[src/rtl/srt_pkg.sv]
// srt_pkg: shared constants, codes and types of the sorted record table
// depends on nothing; used by the interfaces, the cell, the controller and the top level
`default_nettype none

package srt_pkg;

    // table size and field widths
    localparam int DEPTH     = 16;
    localparam int KEY_W     = 20;
    localparam int SAL_W     = 24;
    localparam int SUM_W     = 28;
    localparam int REQ_W     = 2;
    localparam int STAT_W    = 2;
    localparam int CNT_OUT_W = 5;
    localparam int CNT_W     = $clog2(DEPTH + 1);
    localparam int WAIT_W    = $clog2(DEPTH);

    // request codes (the unused code is treated as a search)
    localparam logic [REQ_W-1:0] REQ_INSERT = 2'd0;
    localparam logic [REQ_W-1:0] REQ_DELETE = 2'd1;
    localparam logic [REQ_W-1:0] REQ_SEARCH = 2'd2;

    // status codes
    localparam logic [STAT_W-1:0] STAT_OK   = 2'd0;
    localparam logic [STAT_W-1:0] STAT_MISS = 2'd1;
    localparam logic [STAT_W-1:0] STAT_FULL = 2'd2;

    // one stored record
    typedef struct packed {
        logic             valid;
        logic [KEY_W-1:0] key;
        logic [SAL_W-1:0] salary;
    } t_entry;

    // broadcast command to all cells
    typedef struct packed {
        logic             ins;
        logic             del;
        logic [KEY_W-1:0] key;
        logic [SAL_W-1:0] salary;
    } t_cmd;

    // compare flags a cell hands to its right neighbor and to the top level
    typedef struct packed {
        logic gt;
        logic match;
        logic first;
    } t_flags;

    // running salary min/max rippling down the chain
    typedef struct packed {
        logic             any;
        logic [SAL_W-1:0] min;
        logic [SAL_W-1:0] max;
    } t_agg;

endpackage

`default_nettype wire

[src/rtl/srt_req_if.sv]
// srt_req_if: request channel of the sorted record table (valid/ready + payload)
// depends on srt_pkg for field widths
`default_nettype none

interface srt_req_if;
    logic                         valid;
    logic                         ready;
    logic [srt_pkg::REQ_W-1:0]    req_type;
    logic [srt_pkg::KEY_W-1:0]    key;
    logic [srt_pkg::SAL_W-1:0]    salary;

    modport source (output valid, req_type, key, salary, input ready);
    modport sink   (input valid, req_type, key, salary, output ready);
endinterface

`default_nettype wire

[src/rtl/srt_rsp_if.sv]
// srt_rsp_if: response channel of the sorted record table (valid/ready + payload)
// depends on srt_pkg for field widths
`default_nettype none

interface srt_rsp_if;
    logic                             valid;
    logic                             ready;
    logic [srt_pkg::STAT_W-1:0]       status;
    logic [srt_pkg::CNT_OUT_W-1:0]    count;
    logic [srt_pkg::SUM_W-1:0]        salary_sum;
    logic [srt_pkg::SAL_W-1:0]        salary_min;
    logic [srt_pkg::SAL_W-1:0]        salary_max;

    modport source (output valid, status, count, salary_sum, salary_min, salary_max,
                    input ready);
    modport sink   (input valid, status, count, salary_sum, salary_min, salary_max,
                    output ready);
endinterface

`default_nettype wire

[src/rtl/srt_cell.sv]
// srt_cell: one slot of the sorted chain; holds a record, shifts right on insert,
// left on delete, and passes the salary min/max aggregate on to its neighbor
// depends on srt_pkg
`default_nettype none

module srt_cell (
    input  wire logic            i_clk,
    input  wire logic            i_rst_n,
    input  wire srt_pkg::t_cmd   i_cmd,
    input  wire srt_pkg::t_entry i_prev_entry,
    input  wire srt_pkg::t_flags i_prev_flags,
    input  wire srt_pkg::t_entry i_next_entry,
    input  wire srt_pkg::t_agg   i_prev_agg,
    output srt_pkg::t_entry      o_entry,
    output srt_pkg::t_flags      o_flags,
    output srt_pkg::t_agg        o_agg
);

    srt_pkg::t_entry r_entry;
    srt_pkg::t_entry n_entry;
    srt_pkg::t_agg   r_agg;
    srt_pkg::t_agg   n_agg;
    logic            w_ge;

    // key compares against the broadcast key
    always_comb begin
        o_flags.gt    = !r_entry.valid || (r_entry.key > i_cmd.key);
        o_flags.match = r_entry.valid && (r_entry.key == i_cmd.key);
        o_flags.first = o_flags.match && !i_prev_flags.match;
        w_ge          = r_entry.valid && (r_entry.key >= i_cmd.key);
    end

    // next slot contents: shift right on insert, pull from the right on delete
    always_comb begin
        n_entry = r_entry;
        if (i_cmd.ins) begin
            if (i_prev_flags.gt) begin
                n_entry = i_prev_entry;
            end else if (o_flags.gt) begin
                n_entry = '{valid: 1'b1, key: i_cmd.key, salary: i_cmd.salary};
            end
        end else if (i_cmd.del && w_ge) begin
            n_entry = i_next_entry;
        end
    end

    // slot register: only the valid flag is reset, the payload just follows
    always_ff @(posedge i_clk) begin
        r_entry.key    <= n_entry.key;
        r_entry.salary <= n_entry.salary;
        if (!i_rst_n) begin
            r_entry.valid <= 1'b0;
        end else begin
            r_entry.valid <= n_entry.valid;
        end
    end

    // fold this slot into the aggregate coming from the left
    always_comb begin
        n_agg = i_prev_agg;
        if (r_entry.valid) begin
            n_agg.any = 1'b1;
            if (!i_prev_agg.any) begin
                n_agg.min = r_entry.salary;
                n_agg.max = r_entry.salary;
            end else begin
                n_agg.min = (r_entry.salary < i_prev_agg.min) ? r_entry.salary
                                                              : i_prev_agg.min;
                n_agg.max = (r_entry.salary > i_prev_agg.max) ? r_entry.salary
                                                              : i_prev_agg.max;
            end
        end
    end

    always_ff @(posedge i_clk) begin
        r_agg <= n_agg;
    end

    assign o_entry = r_entry;
    assign o_agg   = r_agg;

endmodule

`default_nettype wire

[src/rtl/srt_ctrl.sv]
// srt_ctrl: request handshake, record count, salary sum, sweep wait and result register
// depends on srt_pkg, srt_req_if and srt_rsp_if
`default_nettype none

module srt_ctrl (
    input  wire logic                       i_clk,
    input  wire logic                       i_rst_n,
    srt_req_if.sink                         i_req,
    srt_rsp_if.source                       o_rsp,
    input  wire logic                       i_found,
    input  wire logic                       i_full,
    input  wire logic [srt_pkg::SAL_W-1:0]  i_del_salary,
    input  wire srt_pkg::t_agg              i_last_agg
);

    typedef enum logic [2:0] {
        S_IDLE  = 3'b001,
        S_SWEEP = 3'b010,
        S_FLUSH = 3'b100
    } t_state;

    t_state                           r_state;
    t_state                           n_state;
    logic [srt_pkg::WAIT_W-1:0]       r_wait;
    logic [srt_pkg::CNT_W-1:0]        r_count;
    logic [srt_pkg::SUM_W-1:0]        r_sum;
    logic [srt_pkg::STAT_W-1:0]       r_status;
    logic                             r_out_valid;
    logic [srt_pkg::STAT_W-1:0]       r_out_status;
    logic [srt_pkg::CNT_OUT_W-1:0]    r_out_count;
    logic [srt_pkg::SUM_W-1:0]        r_out_sum;
    logic [srt_pkg::SAL_W-1:0]        r_out_min;
    logic [srt_pkg::SAL_W-1:0]        r_out_max;
    logic                             w_accept;
    logic                             w_load;
    logic                             w_is_ins;
    logic                             w_is_del;

    assign i_req.ready = (r_state == S_IDLE);
    assign w_accept    = i_req.valid && i_req.ready;
    assign w_is_ins    = (i_req.req_type == srt_pkg::REQ_INSERT);
    assign w_is_del    = (i_req.req_type == srt_pkg::REQ_DELETE);
    assign w_load      = (r_state == S_FLUSH) && (!r_out_valid || o_rsp.ready);

    // state sequencing
    always_comb begin
        n_state = r_state;
        unique case (r_state)
            S_IDLE: begin
                if (w_accept) n_state = S_SWEEP;
            end
            S_SWEEP: begin
                if (r_wait == srt_pkg::WAIT_W'(srt_pkg::DEPTH - 1)) n_state = S_FLUSH;
            end
            S_FLUSH: begin
                if (w_load) n_state = S_IDLE;
            end
            default: n_state = S_IDLE;
        endcase
    end

    always_ff @(posedge i_clk) begin
        if (!i_rst_n) begin
            r_state <= S_IDLE;
        end else begin
            r_state <= n_state;
        end
    end

    // sweep wait counter: lets the min/max aggregate ripple down the chain
    always_ff @(posedge i_clk) begin
        if (!i_rst_n) begin
            r_wait <= '0;
        end else if (r_state == S_SWEEP) begin
            r_wait <= r_wait + 1'b1;
        end else begin
            r_wait <= '0;
        end
    end

    // count, sum and status bookkeeping at request acceptance
    always_ff @(posedge i_clk) begin
        if (!i_rst_n) begin
            r_count  <= '0;
            r_sum    <= '0;
            r_status <= srt_pkg::STAT_OK;
        end else if (w_accept) begin
            if (w_is_ins) begin
                if (i_full) begin
                    r_status <= srt_pkg::STAT_FULL;
                end else begin
                    r_status <= srt_pkg::STAT_OK;
                    r_count  <= r_count + 1'b1;
                    r_sum    <= r_sum + srt_pkg::SUM_W'(i_req.salary);
                end
            end else if (w_is_del) begin
                if (i_found) begin
                    r_status <= srt_pkg::STAT_OK;
                    r_count  <= r_count - 1'b1;
                    r_sum    <= r_sum - srt_pkg::SUM_W'(i_del_salary);
                end else begin
                    r_status <= srt_pkg::STAT_MISS;
                end
            end else begin
                r_status <= i_found ? srt_pkg::STAT_OK : srt_pkg::STAT_MISS;
            end
        end
    end

    // result register valid
    always_ff @(posedge i_clk) begin
        if (!i_rst_n) begin
            r_out_valid <= 1'b0;
        end else if (w_load) begin
            r_out_valid <= 1'b1;
        end else if (o_rsp.ready) begin
            r_out_valid <= 1'b0;
        end
    end

    // result register payload
    always_ff @(posedge i_clk) begin
        if (w_load) begin
            r_out_status <= r_status;
            r_out_count  <= srt_pkg::CNT_OUT_W'(r_count);
            r_out_sum    <= r_sum;
            r_out_min    <= i_last_agg.min;
            r_out_max    <= i_last_agg.max;
        end
    end

    assign o_rsp.valid      = r_out_valid;
    assign o_rsp.status     = r_out_status;
    assign o_rsp.count      = r_out_count;
    assign o_rsp.salary_sum = r_out_sum;
    assign o_rsp.salary_min = r_out_min;
    assign o_rsp.salary_max = r_out_max;

    // record count stays within the table size
    a_count_range: assert property (@(posedge i_clk) disable iff (!i_rst_n)
        r_count <= srt_pkg::CNT_W'(srt_pkg::DEPTH))
        else $error("record count beyond table size");

    // an accepted request always starts a fresh sweep
    a_accept_sweep: assert property (@(posedge i_clk) disable iff (!i_rst_n)
        w_accept |=> (r_state == S_SWEEP) && (r_wait == '0))
        else $error("accepted request did not start a sweep");

    // an insert into a full table leaves count and sum alone
    a_full_reject: assert property (@(posedge i_clk) disable iff (!i_rst_n)
        (w_accept && w_is_ins && i_full) |=>
            (r_count == $past(r_count)) && (r_sum == $past(r_sum))
            && (r_status == srt_pkg::STAT_FULL))
        else $error("rejected insert changed the table");

    // a result load never overwrites an untaken result
    a_no_overwrite: assert property (@(posedge i_clk) disable iff (!i_rst_n)
        (r_state == S_FLUSH) && r_out_valid && !o_rsp.ready |=> (r_state == S_FLUSH))
        else $error("result register overwritten");

endmodule

`default_nettype wire

[src/rtl/sorted_record_table_top.sv]
// sorted_record_table_top: a record table kept in ascending key order as a chain
// of cells; one request is accepted in the idle state, the chain updates at acceptance
// and the salary min/max aggregate then ripples through every cell. The result is
// registered once the sweep wait has let the aggregate ripple through the chain and
// any earlier result has been taken; the next request is taken only after that load.
// Inserts after equal keys, deletes the oldest equal key, and answers 0 for min/max
// on an empty table.
// depends on srt_pkg, srt_req_if, srt_rsp_if, srt_cell and srt_ctrl
`default_nettype none

module sorted_record_table_top (
    input  wire logic i_clk,
    input  wire logic i_rst_n,
    srt_req_if.sink   i_req,
    srt_rsp_if.source o_rsp
);

    srt_pkg::t_entry                w_entry [srt_pkg::DEPTH];
    srt_pkg::t_flags                w_flags [srt_pkg::DEPTH];
    srt_pkg::t_agg                  w_agg   [srt_pkg::DEPTH];
    srt_pkg::t_cmd                  w_cmd;
    logic                           w_accept;
    logic                           w_found;
    logic                           w_full;
    logic [srt_pkg::SAL_W-1:0]      w_del_salary;

    assign w_accept = i_req.valid && i_req.ready;
    assign w_full   = w_entry[srt_pkg::DEPTH-1].valid;

    // search result and salary of the first matching record
    always_comb begin
        w_found      = 1'b0;
        w_del_salary = '0;
        for (int i = 0; i < srt_pkg::DEPTH; i++) begin
            w_found      = w_found | w_flags[i].match;
            w_del_salary = w_del_salary | ({srt_pkg::SAL_W{w_flags[i].first}}
                                           & w_entry[i].salary);
        end
    end

    // command broadcast to the chain
    always_comb begin
        w_cmd.ins    = w_accept && (i_req.req_type == srt_pkg::REQ_INSERT) && !w_full;
        w_cmd.del    = w_accept && (i_req.req_type == srt_pkg::REQ_DELETE) && w_found;
        w_cmd.key    = i_req.key;
        w_cmd.salary = i_req.salary;
    end

    // the chain of cells
    for (genvar g = 0; g < srt_pkg::DEPTH; g++) begin : g_cell
        srt_pkg::t_entry w_prev_entry;
        srt_pkg::t_flags w_prev_flags;
        srt_pkg::t_entry w_next_entry;
        srt_pkg::t_agg   w_prev_agg;

        if (g == 0) begin : g_head
            assign w_prev_entry = '0;
            assign w_prev_flags = '0;
            assign w_prev_agg   = '0;
        end else begin : g_body
            assign w_prev_entry = w_entry[g-1];
            assign w_prev_flags = w_flags[g-1];
            assign w_prev_agg   = w_agg[g-1];
        end

        if (g == srt_pkg::DEPTH - 1) begin : g_tail
            assign w_next_entry = '0;
        end else begin : g_inner
            assign w_next_entry = w_entry[g+1];
        end

        srt_cell u_cell (
            .i_clk        (i_clk),
            .i_rst_n      (i_rst_n),
            .i_cmd        (w_cmd),
            .i_prev_entry (w_prev_entry),
            .i_prev_flags (w_prev_flags),
            .i_next_entry (w_next_entry),
            .i_prev_agg   (w_prev_agg),
            .o_entry      (w_entry[g]),
            .o_flags      (w_flags[g]),
            .o_agg        (w_agg[g])
        );
    end

    srt_ctrl u_ctrl (
        .i_clk        (i_clk),
        .i_rst_n      (i_rst_n),
        .i_req        (i_req),
        .o_rsp        (o_rsp),
        .i_found      (w_found),
        .i_full       (w_full),
        .i_del_salary (w_del_salary),
        .i_last_agg   (w_agg[srt_pkg::DEPTH-1])
    );

endmodule

`default_nettype wire

[src/flat_wrapper.sv]
// flat-port wrapper written by rule: the top's interface ports become plain ports
module sorted_record_table_top_flat 
  (i_clk, i_rst_n, i_req_valid, i_req_req_type, i_req_key, i_req_salary, i_req_ready, o_rsp_valid, o_rsp_status, o_rsp_count, o_rsp_salary_sum, o_rsp_salary_min, o_rsp_salary_max, o_rsp_ready);
  srt_req_if i_req_i ();
  srt_rsp_if o_rsp_i ();
  input  wire logic i_clk;
  input  wire logic i_rst_n;
  input wire logic [$bits(i_req_i.valid)-1:0] i_req_valid;
  input wire logic [$bits(i_req_i.req_type)-1:0] i_req_req_type;
  input wire logic [$bits(i_req_i.key)-1:0] i_req_key;
  input wire logic [$bits(i_req_i.salary)-1:0] i_req_salary;
  output wire logic [$bits(i_req_i.ready)-1:0] i_req_ready;
  output wire logic [$bits(o_rsp_i.valid)-1:0] o_rsp_valid;
  output wire logic [$bits(o_rsp_i.status)-1:0] o_rsp_status;
  output wire logic [$bits(o_rsp_i.count)-1:0] o_rsp_count;
  output wire logic [$bits(o_rsp_i.salary_sum)-1:0] o_rsp_salary_sum;
  output wire logic [$bits(o_rsp_i.salary_min)-1:0] o_rsp_salary_min;
  output wire logic [$bits(o_rsp_i.salary_max)-1:0] o_rsp_salary_max;
  input wire logic [$bits(o_rsp_i.ready)-1:0] o_rsp_ready;
  assign i_req_i.valid = i_req_valid;
  assign i_req_i.req_type = i_req_req_type;
  assign i_req_i.key = i_req_key;
  assign i_req_i.salary = i_req_salary;
  assign i_req_ready = i_req_i.ready;
  assign o_rsp_valid = o_rsp_i.valid;
  assign o_rsp_status = o_rsp_i.status;
  assign o_rsp_count = o_rsp_i.count;
  assign o_rsp_salary_sum = o_rsp_i.salary_sum;
  assign o_rsp_salary_min = o_rsp_i.salary_min;
  assign o_rsp_salary_max = o_rsp_i.salary_max;
  assign o_rsp_i.ready = o_rsp_ready;
  sorted_record_table_top u_core (.i_clk(i_clk), .i_rst_n(i_rst_n), .i_req(i_req_i), .o_rsp(o_rsp_i));
endmodule
[config.mk]
export PLATFORM = sky130hd
export DESIGN_NAME = sorted_record_table_top_flat
export DESIGN_NICKNAME = d
export VERILOG_FILES = /design/src/rtl/srt_pkg.sv /design/src/rtl/srt_req_if.sv /design/src/rtl/srt_rsp_if.sv /design/src/rtl/srt_cell.sv /design/src/rtl/srt_ctrl.sv /design/src/rtl/sorted_record_table_top.sv /design/src/flat_wrapper.sv
export SDC_FILE = /design/constraint.sdc
export NUM_CORES = 2
export LEC_CHECK = 0
export BUFFER_PORTS_ARGS = -buffer_cell sky130_fd_sc_hd__buf_2
export CAP_MARGIN = 20
export CORE_MARGIN = 4
export CORE_UTILIZATION = 40
export CTS_CLUSTER_DIAMETER = 60
export DETAILED_ROUTE_END_ITERATION = 12
export RECOVER_POWER = 100
export SYNTH_ARGS = -nofsm -noshare
export SYNTH_HDL_FRONTEND = slang
export SYNTH_SLANG_ARGS = --single-unit
[constraint.sdc]
create_clock -name i_clk -period 16.5 [get_ports i_clk]
set_input_delay 4.125 -clock i_clk [delete_from_list [all_inputs] [get_ports i_clk]]
set_output_delay 4.125 -clock i_clk [all_outputs]
set_load 0.03 [all_outputs]
==> out/summary.txt <==
Crit end category: flop
PD cells: 93.21 mW/mm2
Via count: 76900
CP max stage delay: 3.82 ns
R2R cell count: 13
Post-CTS Repair Setup Buffers: 0
Post-synth ARST share: 0
Number of fill cells: 21810
DR pass1 iterations: 8
ANT nets after route: 0
Post_cts resized: 0
Mapped Area: 0.09334 mm2
Initial antenna violation count: 39
# placed instances: 12330
Worst EP arrival: 14.79 ns
Horiz. Die Dim: 491.1 um
Seq/Total Area, Yosys: 0.4286
Hold Buf Count CTS: 0
Synth Flop Type: dfxtp_1
Fin crit share: 0.8727
Synth area leader: edfxtp_1
Syn_area_per_cell: 9.995 um2
Least-Margin Pin Slew: 5.137 ns
CP max-delay cell: o21ai_0
Peak supply drop: 0.00008612 V
Crit-path leading delay family: compound AO/OA/AOI/OAI gates
Final slew viol count: 2065
Status: finished with violations
Yosys warns: 0
Fin Setup TNS: 0 ns
Clk buf depth: 3
Post-layout nets: 10570
CTS H-tree depth: 4
Via density per instance: 6.046
Root Driver: clkbuf_16
Largest net degree at the start of global routing: 262
CP Class: in -> reg
Final Hold Viols: 0
Failing checks: capacitance limit, slew limit
DRC Markers: 0
Min cycle time layout: 14.40 ns
Worst path depth: 15
EDFF count, synth: 787
Fmax: 0.06945 GHz
Initial Utilization: 0.4018
CORE AREA: 0.2323 mm2
Cells after synthesis: 9339
Reg-to-Reg Start: u_core.g_cell[7].u_cell.o_entry[41]
Crit Path Max Fanout: 28
Hold depth: 0
Final WL: 411700 um
Leak Pwr: 42.75 nW
Total GRT Usage: 0.3284
Drt wl/cell: 32.37 um
CTS tree: yes
Maxcap violations: 48
Most frequent cell after synthesis: ha_1
Clock-pin slew on the worst setup and hold paths: 0.06 ns
Mapped Nets: 10430
Most Frequent Cell on Critical Path: clkbuf_1
Setup violators final: 0
1st-iter DRT viols: 9901
WP buf/inv: 5
Ranking of synthesized cells by area: edfxtp_1 (25%), dfxtp_1 (18%), ha_1 (14%)
Final Non-Filler Cells: 12720
Die ar.: 0.2411 mm2
Top cells by count, synth: ha_1 (1036), nand2_1 (984), o21ai_0 (956), dfxtp_1 (818), edfxtp_1 (787)
Vias in the first global route: 72370
Slew HR: -2.461
Detailed placement HPWL: 312800 um
Seq cells post-synth: 1605
Overflow after GRT: 0
Startpoint types: primary input
Synth unique cells: 82
Die Y: 491.1 um
CP Capture Point: u_core.g_cell[13].u_cell.o_entry[0]
Flop-to-flop setup slack: 5.99 ns
Rows: 177
CP cell instances: clkbuf_1 > inv_1 > ha_1 > nand4_1 > nor3_1 > nand3_1 > nand4_1 > or4_1 > nor3_1 > clkbuf_1 > nor2_1 > clkbuf_1 > nand2_1 > o21ai_0 > clkbuf_1
Min-Delay Path Class: reg -> reg
Share of post-route cells with drive strength above 1: 0.1143
Unrepaired setup endpoints after global routing: no
Worst skew pair latency: 0.88 ns
Worst Setup SP: i_req_key[17]
Area share of the largest cell type after synthesis: 0.2532
TritonCTS Buffers: 187
Worst EP required: 16.89 ns
Num Clock Sinks: 1605
First-pass GRT wire length: 568000 um
Clock Skew: 0.07703 ns
GPL Wtd Cong: 1.040
P&R area growth vs syn: 12.02%
I/O pin count: 135
End of the worst register-to-register path: u_core.g_cell[13].u_cell.o_entry[0]
IO buf count: 134
metrics by stage:
step	setup slack [ns]	power (W)	hold WS (ns)	area (um2)	utilization
2_1_floorplan	6.014	0.005074	0.3542	93340	-
3_3_place_gp	3.337	0.005467	0.3892	98610	0.4245
3_5_place_dp	3.530	0.005496	0.3887	98650	0.4246
4_1_cts	4.426	0.009762	0.3862	105100	0.4523
5_1_grt	2.170	0.01005	0.3987	104500	0.4498
6_report	2.101	0.009746	0.3797	104600	0.4501
layer usage:
layer / vias to the layer above / global-route usage / part of all wire / wire length [um]
met5: - / 0 / 0.00022 / 91
met4: 12 / 0.1628 / 0.059 / 24280
met3: 949 / 0.09440 / 0.11 / 45990
met2: 4487 / 0.4837 / 0.42 / 171700
met1: 37540 / 0.4398 / 0.41 / 169700
li1: 33910 / - / - / -
worst reg2reg max path: cells and delay by family (launching register included):
| kind | cells | cell delay, ns |
|---|---|---|
| adder cells (fa/ha/maj) | 1 | 0.35 |
| AND/OR/NAND/NOR | 8 | 2.53 |
| flip-flops | 1 | 0.49 |
| buffers and inverters | 3 | 2.85 |
| AO/OA/AOI/OAI | 1 | 3.82 |
state kept, by name, indices dropped and copies added, names as in the netlist:
register                        flops
u_core.u_ctrl.o_rsp.salary_max     24
u_core.g_cell.u_cell.o_agg        759
u_core.u_ctrl.o_rsp.status          2
u_core.u_ctrl.o_rsp.count           5
u_core.u_ctrl.r_state               3
u_core.g_cell.u_cell.o_entry      720
u_core.u_ctrl.o_rsp.salary_sum     28
u_core.u_ctrl.o_rsp.valid           1
u_core.u_ctrl.r_sum                28
u_core.u_ctrl.o_rsp.salary_min     24
u_core.u_ctrl.r_wait                4
u_core.u_ctrl.r_count               5
u_core.u_ctrl.r_status              2
cell usage in the layout (no fill, tap or decap), types with 45 or more instances in the layout:
cell / n
ha_1: 1036
nand2_1: 983
o21ai_0: 958
dfxtp_1: 818
edfxtp_1: 787
inv_1: 756
mux2i_1: 576
mux2_2: 472
a21oi_1: 441
nor2_1: 319
a21o_1: 218
buf_4: 207
clkbuf_16: 194
nand3_1: 191
nand4_1: 189
clkbuf_1: 185
mux2_1: 172
nor2b_1: 164
nand2b_1: 146
buf_2: 47
and3_1: 46
a221oi_1: 45
worst min path at each step:
stage                                               endpoint  slack, ns                                 from
after floorplan            u_core.g_cell[0].u_cell.o_agg[48]       0.35  u_core.g_cell[0].u_cell.o_entry[44]
after global placement    u_core.u_ctrl.o_rsp.salary_min[15]       0.39   u_core.g_cell[15].u_cell.o_agg[39]
after detailed placement  u_core.u_ctrl.o_rsp.salary_max[23]       0.39   u_core.g_cell[15].u_cell.o_agg[23]
after CTS                 u_core.u_ctrl.o_rsp.salary_min[22]       0.39   u_core.g_cell[15].u_cell.o_agg[46]
after global routing       u_core.u_ctrl.o_rsp.salary_min[4]       0.40   u_core.g_cell[15].u_cell.o_agg[28]
final                     u_core.u_ctrl.o_rsp.salary_min[22]       0.38   u_core.g_cell[15].u_cell.o_agg[46]
where the power goes:
| part | internal, W | total, W | switching [W] |
|---|---|---|---|
| Sequential | 0.00434 | 0.00454 | 0.000192 |
| Clock | 0.00244 | 0.00429 | 0.00186 |
| Combinational | 0.000342 | 0.000915 | 0.000573 |
layout make-up:
cell class	instances	area, um2	area share
clock buffer	242	5155	0.04930
sequential	1605	40010	0.3826
antenna	31	77.57	0.0007419
tap	3043	3807	0.03641
clock inverter	112	1265	0.01210
multi-input combinational	6523	48990	0.4686
timing repair buffer	406	2409	0.02304
inverter	757	2841	0.02718
cell families after synthesis:
| logic type | synth area share |
|---|---|
| AOI/OAI and AO/OA | 0.1247 |
| xor gates and xnor gates | 0.004504 |
| DFF | 0.4286 |
| and+or+nand+nor | 0.1145 |
| adders and majority gates | 0.1393 |
| muxes | 0.1395 |
| buffers and inverters | 0.04895 |
No activity file was read; power rests on OpenSTA's default activity.
